<file path="config.mk">
export PLATFORM = sky130hd
export DESIGN_NAME = pfat_divider
export DESIGN_NICKNAME = d
export VERILOG_FILES = /design/src/pfat_pkg.sv /design/src/pfat_divider.sv
export SDC_FILE = /design/constraint.sdc
export NUM_CORES = 1
export LEC_CHECK = 0
export ABC_AREA = 1
export BUFFER_PORTS_ARGS = -buffer_cell sky130_fd_sc_hd__buf_2
export CORE_MARGIN = 5
export CORE_UTILIZATION = 40
export DETAILED_ROUTE_END_ITERATION = 8
export PLACE_DENSITY = 0.66
export SYNTH_ARGS = -nofsm -noshare
export SYNTH_HDL_FRONTEND = slang
export SYNTH_SLANG_ARGS = --single-unit
</file>
<file path="constraint.sdc">
create_clock -name i_clk -period 4.1 [get_ports i_clk]
set_clock_uncertainty 0.15 [all_clocks]
set_input_delay 0.615 -clock i_clk [delete_from_list [all_inputs] [get_ports i_clk]]
set_output_delay 0.615 -clock i_clk [all_outputs]
set_load 0.05 [all_outputs]
</file>
<file path="src/pfat_pkg.sv">
// Shared widths, status codes and register map of the paged frame allocator.
`default_nettype none
package pfat_pkg;

    // Field widths of one request and one response
    localparam int unsigned SizeW = 23;
    localparam int unsigned ProcW = 5;
    localparam int unsigned PageW = 6;
    localparam int unsigned OffW  = 16;
    localparam int unsigned StW   = 3;
    localparam int unsigned FrmW  = 6;
    localparam int unsigned AddrW = 22;

    // Configuration register widths and reset values
    localparam int unsigned FcountW = 7;
    localparam int unsigned PsizeW  = 17;
    localparam logic [FcountW-1:0] FcountReset = 7'd64;
    localparam logic [PsizeW-1:0]  PsizeReset  = 17'd4096;

    // Request kinds
    localparam logic KIND_ALLOC = 1'b0;
    localparam logic KIND_XLATE = 1'b1;

    // Register index taken from paddr bit 2
    localparam logic REG_FCOUNT = 1'b0;
    localparam logic REG_PSIZE  = 1'b1;

    // Response status codes
    typedef enum logic [StW-1:0] {
        ST_MAPPED     = 3'd0,
        ST_XLATED     = 3'd1,
        ST_BAD_OFFSET = 3'd2,
        ST_BAD_PROC   = 3'd3,
        ST_UNMAPPED   = 3'd4,
        ST_NO_FRAMES  = 3'd5,
        ST_NO_PROCS   = 3'd6
    } t_status;

endpackage
`default_nettype wire

</file>
<file path="src/pfat_divider.sv">
// Restoring divider: request size over page size, one quotient bit per cycle.
`default_nettype none
module pfat_divider
    import pfat_pkg::*;
(
    input  wire logic              i_clk,
    input  wire logic              i_rst_n,
    input  wire logic              i_start,
    input  wire logic [SizeW-1:0]  i_dividend,
    input  wire logic [PsizeW-1:0] i_divisor,
    output logic                   o_done,
    output logic [SizeW-1:0]       o_quot
);
    localparam int unsigned CntW = $clog2(SizeW + 1);

    logic [CntW-1:0]   r_cnt;
    logic              r_busy;
    logic              r_done;
    logic [PsizeW-1:0] r_div;
    logic [PsizeW-1:0] r_rem;
    logic [SizeW-1:0]  r_q;
    logic [PsizeW:0]   w_shift;
    logic              w_ge;

    // Shift in the next dividend bit and trial-subtract
    assign w_shift = {r_rem, r_q[SizeW-1]};
    assign w_ge    = (w_shift >= {1'b0, r_div});

    always_ff @(posedge i_clk) begin
        if (!i_rst_n) begin
            r_busy <= 1'b0;
            r_done <= 1'b0;
        end else begin
            r_done <= 1'b0;
            if (i_start) begin
                r_busy <= 1'b1;
                r_cnt  <= CntW'(SizeW);
                r_div  <= i_divisor;
                r_rem  <= '0;
                r_q    <= i_dividend;
            end else if (r_busy) begin
                if (w_ge) begin
                    r_rem <= PsizeW'(w_shift - {1'b0, r_div});
                end else begin
                    r_rem <= w_shift[PsizeW-1:0];
                end
                r_q   <= {r_q[SizeW-2:0], w_ge};
                r_cnt <= r_cnt - 1'b1;
                if (r_cnt == CntW'(1)) begin
                    r_busy <= 1'b0;
                    r_done <= 1'b1;
                end
            end
        end
    end

    assign o_done = r_done;
    assign o_quot = r_q;
endmodule
`default_nettype wire

</file>
; ---- After elaboration in Yosys (flattened, before gate mapping)
; Cells that the tools add are included.
[classes]
eq_ne = 1
order_cmp = 1
muxes = 9
n_reduce_logical = 4
bitwise_logic = 2
n_addsub = 2
[ops]
columns = op, n
row1 = two-way mux 23 bit, 2
row2 = two-way mux 17 bit, 2
row3 = >= comparator 18 x 17 -> 1 bit, 1
row4 = subtractor 17 bit, 1
row5 = "== test 5 x 1 -> 1 bit, second input constant", 1
row6 = two-way mux 5 bit, 1
row7 = "subtractor 5 x 1 -> 5 bit, second input constant", 1
row8 = two-way mux 1 bit, 4
row9 = AND reduction 2 bit, 2
row10 = OR reduction 3 bit, 1
row11 = NOT 1 bit, 2
row12 = nonzero test 2 bit, 1
[totals]
register_bits = 64

; ---- Depth between registers and ports, before layout
; Gate-level depths: netlist of the first run.
[depth]
word_depth = 4
depth_mapped = 14
ltp_nobuf = 14

; ---- Worst setup path before layout of the first run
; OpenSTA, ideal clock, no wires.
[synth_timing]
path_type = in2reg
startpoint = in i_start
endpoint = reg r_busy
t_required_ns = 3.880
cell_stages = 5
slack_ns = 0.292
t_arrival_ns = 3.589
n_path_buf = 1
cell_sequence = buf_2 -> clkinv_1 -> a21oi_1 -> o21ai_0 -> inv_1
[synth_between]
elab_chain_len = 1
[synth_rtl]
columns = item, line
row1 = from (decl), pfat_divider.sv:8  ; input wire logic i_start,
row2 = two-way mux 1 bit, pfat_divider.sv:35  ; if (i_start) begin
row3 = to (signal assigned), pfat_divider.sv:31  ; r_busy <= 1'b0;
row4 = to (signal assigned), pfat_divider.sv:36  ; r_busy <= 1'b1;
row5 = to (signal assigned), pfat_divider.sv:50  ; r_busy <= 1'b0;
row6 = to (decl), pfat_divider.sv:17  ; logic r_busy;
; No other way between the ends.
; A chain may end at the register's enable or synchronous reset.

; ---- Final worst setup path of the first run
[layout_timing]
startpoint = reg r_q[22] (netlist: o_quot[22])
endpoint = reg r_rem[15], data pin
[layout_between]
elab_chain_len = 3
[layout_rtl]
columns = item, line
row1 = from (decl), pfat_divider.sv:21  ; logic [SizeW-1:0] r_q;
row2 = from (signal assigned), pfat_divider.sv:40  ; r_q <= i_dividend;
row3 = from (signal assigned), pfat_divider.sv:47  ; r_q <= {r_q[SizeW-2:0], w_ge};
row4 = subtractor 17 bit or >= comparator 18 x 17 -> 1 bit (tied branches), "pfat_divider.sv:43, pfat_divider.sv:27"
row5 = two-way mux 17 bit *, pfat_divider.sv:42  ; if (w_ge) begin
row6 = two-way mux 17 bit *, pfat_divider.sv:41  ; end else if (r_busy) begin
row7 = to (signal assigned), pfat_divider.sv:43  ; r_rem <= PsizeW'(w_shift - {1'b0, r_div});
row8 = to (signal assigned), pfat_divider.sv:45  ; r_rem <= w_shift[PsizeW-1:0];
row9 = to (decl), pfat_divider.sv:20  ; logic [PsizeW-1:0] r_rem;
; Mark *: on every way between the ends. The rest lies on a longest branch, timed or not. The select of a mux whose other input is x is not followed.

==> results.ini, run 1 <==
[run_status]
status = finished clean

[placed_design]
pre_cts_slack_ns = 1.24
io_buffers = 66
hpwl_um = 6080
place_area_um2 = 4220
gp_congestion = 0.890
dp_cells = 626

[sta]
period_needed_ns = 2.53
setup_viol = 0
fmax_ghz = 0.395
maxSlewViolCount = 0
max_slew_margin_pct = 47.3
hold_ws_ns = 0.288
hold_violations = 0
worst_pin_slew_ns = 0.790
post-route-period-util_pct = 61.8
setup_slack_ns = 1.57
tns_ns = 0
rsz0062_at_grt = false

[synth]
ys_warn_count = 0
ys_ff_latch = 64
syn-mean-instance-area_um2 = 8.28
seq_area_frac_synth_pct = 50.5
synth-main-ff-cell = edfxtp_1
synth_cell_types = 33
synth_edf_count = 62
syn-cell-area_um2 = 3770
synthArstFlopShare_pct = 0
syn_inst = 455
syn_nets = 518

[flow_run]
maxCapViolCount = 0

[finish]
fillerInstances = 917
final_core_util_pct = 48.1
area_growth_pct = 17.4
n_antenna_cell = 0
final_common_cell = nand2_1
fin_cells = 642
final_nets = 589
fin_area_um2 = 4420
mostFrequentLayoutCells = nand2_1, buf_2, inv_1, edfxtp_1, nor2_1
drive_above_1_share_pct = 19.4

[routing]
drt_first_pass_iters = 4
drtIter0Drc = 140
viasPerCell = 4.80
drc = 0
wl_um = 8160
num_vias = 3079
wl_per_cell_um = 12.7
ant_nets = 0

[clocking]
cts_sinks = 64
ctsHoldBuffers = 0
cts_buffers = 9
path_clk_slew_ns = 0.08
h-tree-depth = 3
cts_tree = yes
post_cts_resized = 0
post-cts-setup-buffers = 0
cts_root_buffer = clkbuf_8
cts_buffer_depth = 2
clk_latency_ns = 0.35

[min_path]
hold_path_class = input port to flip-flop

[floorplanning]
fp-row-count = 35
fp.coreArea_um2 = 9200
die_y_um = 107
num_io_pins = 67
start_util_pct = 41.0
die-area_um2 = 11500
dieWidth_um = 107

[global_route]
antenna_found_initial = 0
grt_pass1_vias = 3096
grt_overflow = 0
grt_pass1_wl_um = 13900
grt_start_max_net_pins = 29
gr-usage-all-layers_pct = 15.0

[power]
p_leak_nw = 2.19
total_power_mw = 1.83
vdd_ir_drop_max_v = 0.000185
power.density_nw_per_um2 = 415

[worst_setup_path]
worstSetupEndpointType = flip-flop
crit_fanout = 25
start_kind = flip-flop
cp_data_arrival_time_ns = 2.50
crit_type = flip-flop to flip-flop
cp.required_ns = 4.07

==> worst paths after layout <==
check	from	end	slack [ns]	cells after the start
worst min-delay path	i_divisor[0]	r_div[0]	0.29	1
worst max register to register	o_quot[22]	r_rem[15]	1.57	12
worst max-delay path	o_quot[22]	r_rem[15]	1.57	12
worst min register to register	r_busy	o_done	0.38	2
==> cell families after synthesis <==
| logic type | share of synthesized area, % |
|---|---|
| simple gates | 28.3 |
| buf+inv | 8.04 |
| flops | 50.5 |
| compound gates | 4.05 |
| fa+ha+maj | 6.84 |
| xor+xnor | 2.32 |
==> metal layers <==
layer / routed length, µm / vias to the layer above / global-route usage (%)
li1: - / 1582 / -
met1: 3770 / 1402 / 19.2
met2: 3820 / 86 / 24.6
met3: 473 / 9 / 3.91
met4: 104 / 0 / 5.11
met5: 0 / - / 0
==> worst max-delay path: stages, from the launching register on <==
cell and delay [ns]:
edfxtp_1 0.44, inv_1 0.09, ha_1 0.18, inv_1 0.09, fa_1 0.44, nand3_1 0.13
nand3_2 0.12, nand2_2 0.10, nand2_4 0.17, nand2_1 0.21, nand2_1 0.08, nand2_1 0.07
inv_1 0.03
==> sequential cells by signal, indices dropped and copies added (netlist names) <==
register,cells
o_quot,23
r_cnt,5
o_done,1
r_rem,17
r_div,17
r_busy,1
==> where the power goes <==
group	leakage (nW)	switching, mW	internal [mW]
logic	1.49	0.310	0.153
registers	0.608	0.0241	0.783
clock network	0.0964	0.278	0.287
==> cell usage after synthesis, drive strengths merged, types with 3 or more instances <==
cell,instances,area share (%)
a21oi,12,1.7
xor2,6,1.4
o21ai,14,2.0
nand3,21,2.9
edfxtp,62,49
nor3,4,0.66
nand3b,3,0.60
ha,19,6.3
nor2,56,5.9
inv,66,6.6
buf,5,0.96
xnor2,4,0.93
nand2,168,17
clkbuf,4,0.40
==> layout make-up <==
type                    instances  area, µm²  area share, %
repair buffers                 69        353           7.98
clock inverters                 7       80.1           1.81
multi-input cells             315       1570           35.6
flip-flops and latches         64       1900           43.0
inverters                      67        251           5.69
well taps                     111        139           3.14
clock buffers                   9        124           2.80
No activity file was read; power rests on OpenSTA's default activity.
==> run 2, diff against run 1 <==
==> constraint.sdc (replaced) <==
create_clock -name i_clk -period 2.6 [get_ports i_clk]
set_clock_uncertainty 0.15 [all_clocks]
set_input_delay 0.39 -clock i_clk [delete_from_list [all_inputs] [get_ports i_clk]]
set_output_delay 0.39 -clock i_clk [all_outputs]
set_load 0.05 [all_outputs]
==> results.ini, run 2 (synthesized netlist as in run 1, its figures left out) <==
[worst_setup_path]
worstReg2RegEnd = r_rem[8]  ; was r_rem[15]
cp_slowest_cell = fa_1  ; was edfxtp_1
cp-startpoint = o_quot[22]  ; unchanged
cp_data_arrival_time_ns = 2.42  ; was 2.50 ns
reg2reg_setup_slack_ns = 0.22  ; was 1.57 ns
crit_chain = inv_1, ha_1, inv_1, fa_1, nand3_1, nand3_2, nand2_2, nand2_4, inv_2, nor2_1, nor2_1  ; was inv_1, ha_1, inv_1, fa_1, nand3_1, nand3_2, nand2_2, nand2_4, nand2_1, nand2_1, nand2_1, inv_1
cp.required_ns = 2.64  ; was 4.07 ns
start_kind = flip-flop  ; unchanged
crit_type = flip-flop to flip-flop  ; unchanged
crit_fanout = 25  ; unchanged
r2r_cells = 11  ; was 12
crit_path_max_incr_delay_ns = 0.43  ; was 0.44 ns
worstSetupEndpointType = flip-flop  ; unchanged
r2r_start = o_quot[22]  ; unchanged

[routing]
wl_um = 8340  ; was 8160 µm
met1_length_um = 3830  ; was 3770 µm
viasPerCell = 4.78  ; was 4.80
dr_wl_met3_um = 577  ; was 473 µm
ant_nets = 0  ; unchanged
num_vias = 3081  ; was 3,079
drtIter0Drc = 171  ; was 140
wl_met2_um = 3820  ; about the same
wl_per_cell_um = 12.9  ; was 12.7 µm
drt_first_pass_iters = 4  ; unchanged
top_layer = met4  ; unchanged
drc = 0  ; unchanged

[min_path]
hp-start = i_divisor[4]  ; was i_divisor[0]
min_to = r_div[4]  ; was r_div[0]
hold_path_class = input port to flip-flop  ; unchanged
holdPathStages = 1  ; unchanged

[clocking]
clk_latency_ns = 0.35  ; about the same
cts_buffer_depth = 2  ; unchanged
cts_tree = yes  ; unchanged
post-cts-setup-buffers = 0  ; unchanged
ctsHoldBuffers = 0  ; unchanged
h-tree-depth = 3  ; unchanged
path_clk_slew_ns = 0.08  ; about the same
cts_buffers = 9  ; unchanged
post_cts_resized = 0  ; unchanged
cts_root_buffer = clkbuf_8  ; unchanged
cts_sinks = 64  ; unchanged

[floorplanning]
dieWidth_um = 107  ; unchanged
num_io_pins = 67  ; unchanged
die-area_um2 = 11500  ; unchanged
die_y_um = 107  ; unchanged
start_util_pct = 41.0  ; unchanged
fp-row-count = 35  ; unchanged
fp.coreArea_um2 = 9200  ; unchanged

[sta]
rsz0062_at_grt = false  ; unchanged
tns_ns = 0  ; unchanged
setup_viol = 0  ; unchanged
maxSlewViolCount = 0  ; unchanged
post-route-period-util_pct = 91.6  ; was 61.8%
period_needed_ns = 2.38  ; was 2.53 ns
hold_violations = 0  ; unchanged
max_slew_margin_pct = 68.8  ; was 47.3%
worst_pin_slew_ns = 0.467  ; was 0.790 ns
fmax_ghz = 0.420  ; was 0.395 GHz

[finish]
final_common_cell = nand2_1  ; unchanged
largest_reg_flops = 23  ; unchanged
regArea_um2 = 1900  ; unchanged
fillerInstances = 879  ; was 917
area_growth_pct = 17.6  ; was 17.4%
mostFrequentLayoutCells = nand2_1, buf_2, inv_1, edfxtp_1, nor2_1  ; unchanged
drive_above_1_share_pct = 19.7  ; was 19.4%
fin_cells = 644  ; was 642
multi_input_area_um2 = 1570  ; unchanged
n_antenna_cell = 0  ; unchanged
final_nets = 591  ; was 589

[placed_design]
io_buffers = 66  ; unchanged
hpwl_um = 6170  ; was 6080 µm
dp_cells = 628  ; was 626
gp_congestion = 0.895  ; was 0.890

[global_route]
antenna_found_initial = 0  ; unchanged
grt_pass1_wl_um = 14000  ; was 13,900 µm
grt_start_max_net_pins = 44  ; was 29
grt_overflow = 0  ; unchanged
gr-usage-all-layers_pct = 15.3  ; was 15.0%
grt_pass1_vias = 3042  ; was 3,096

[power]
power.density_nw_per_um2 = 648  ; was 415 nW/µm²
p_leak_nw = 2.20  ; was 2.19 nW
vdd_ir_drop_max_v = 0.000356  ; was 0.000185 V

[run_status]
status = finished clean  ; unchanged

[flow_run]
maxCapViolCount = 0  ; unchanged

-- run 2: layout make-up --
cell class	count	share of cell area (%)
flip-flops and latches	64	42.9
repair buffers	71	8.30
well taps	111	3.13
clock inverters	7	1.64
inverters	67	5.68
clock buffers	9	2.80
multi-input cells	315	35.5
-- run 2: where the power goes --
part	switching [mW]	internal [mW]	leakage (nW)
Combinational	0.493	0.243	1.50
Sequential	0.0377	1.23	0.608
Clock	0.418	0.442	0.0952
Total	0.949	1.92	2.20
-- run 2: critical path: cells and delay by family, from the launching register on --
family | cells | cell delay, ns
fa+ha+maj | 2 | 0.59
buf+inv | 3 | 0.37
flops | 1 | 0.41
simple gates | 6 | 0.69
-- run 2: layer usage --
| metal | vias to the layer above | GRT usage [%] |
|---|---|---|
| met5 | - | 0 |
| met4 | 0 | 5.75 |
| met3 | 11 | 4.58 |
| met2 | 89 | 24.6 |
| met1 | 1395 | 19.4 |
| li1 | 1586 | - |
-- run 2: stage by stage --
stage / hold slack [ns] / power [mW] / util (%) / setup slack, ns / cell area, µm²
4_1_cts: 0.0486 / 2.90 / 48.2 / 0.224 / 4430
2_1_floorplan: 0.329 / 1.86 / - / 0.206 / 3780
6_report: 0.0664 / 2.87 / 48.2 / 0.219 / 4430
5_1_grt: 0.0388 / 3.04 / 48.2 / 0.0491 / 4430
3_5_place_dp: 0.373 / 2.03 / 46.0 / 0.245 / 4230
3_3_place_gp: 0.359 / 2.02 / 46.0 / 0.310 / 4230
-- run 2: worst max-delay path by stage --
stage / to / slack [ns] / cells after the start
2_1_floorplan: r_rem[0] / 0.21 / 11
3_3_place_gp: r_rem[14] / 0.31 / 12
3_5_place_dp: r_rem[14] / 0.25 / 12
4_1_cts: r_rem[8] / 0.22 / 11
5_1_grt: r_rem[16] / 0.05 / 14
6_report: r_rem[8] / 0.22 / 11
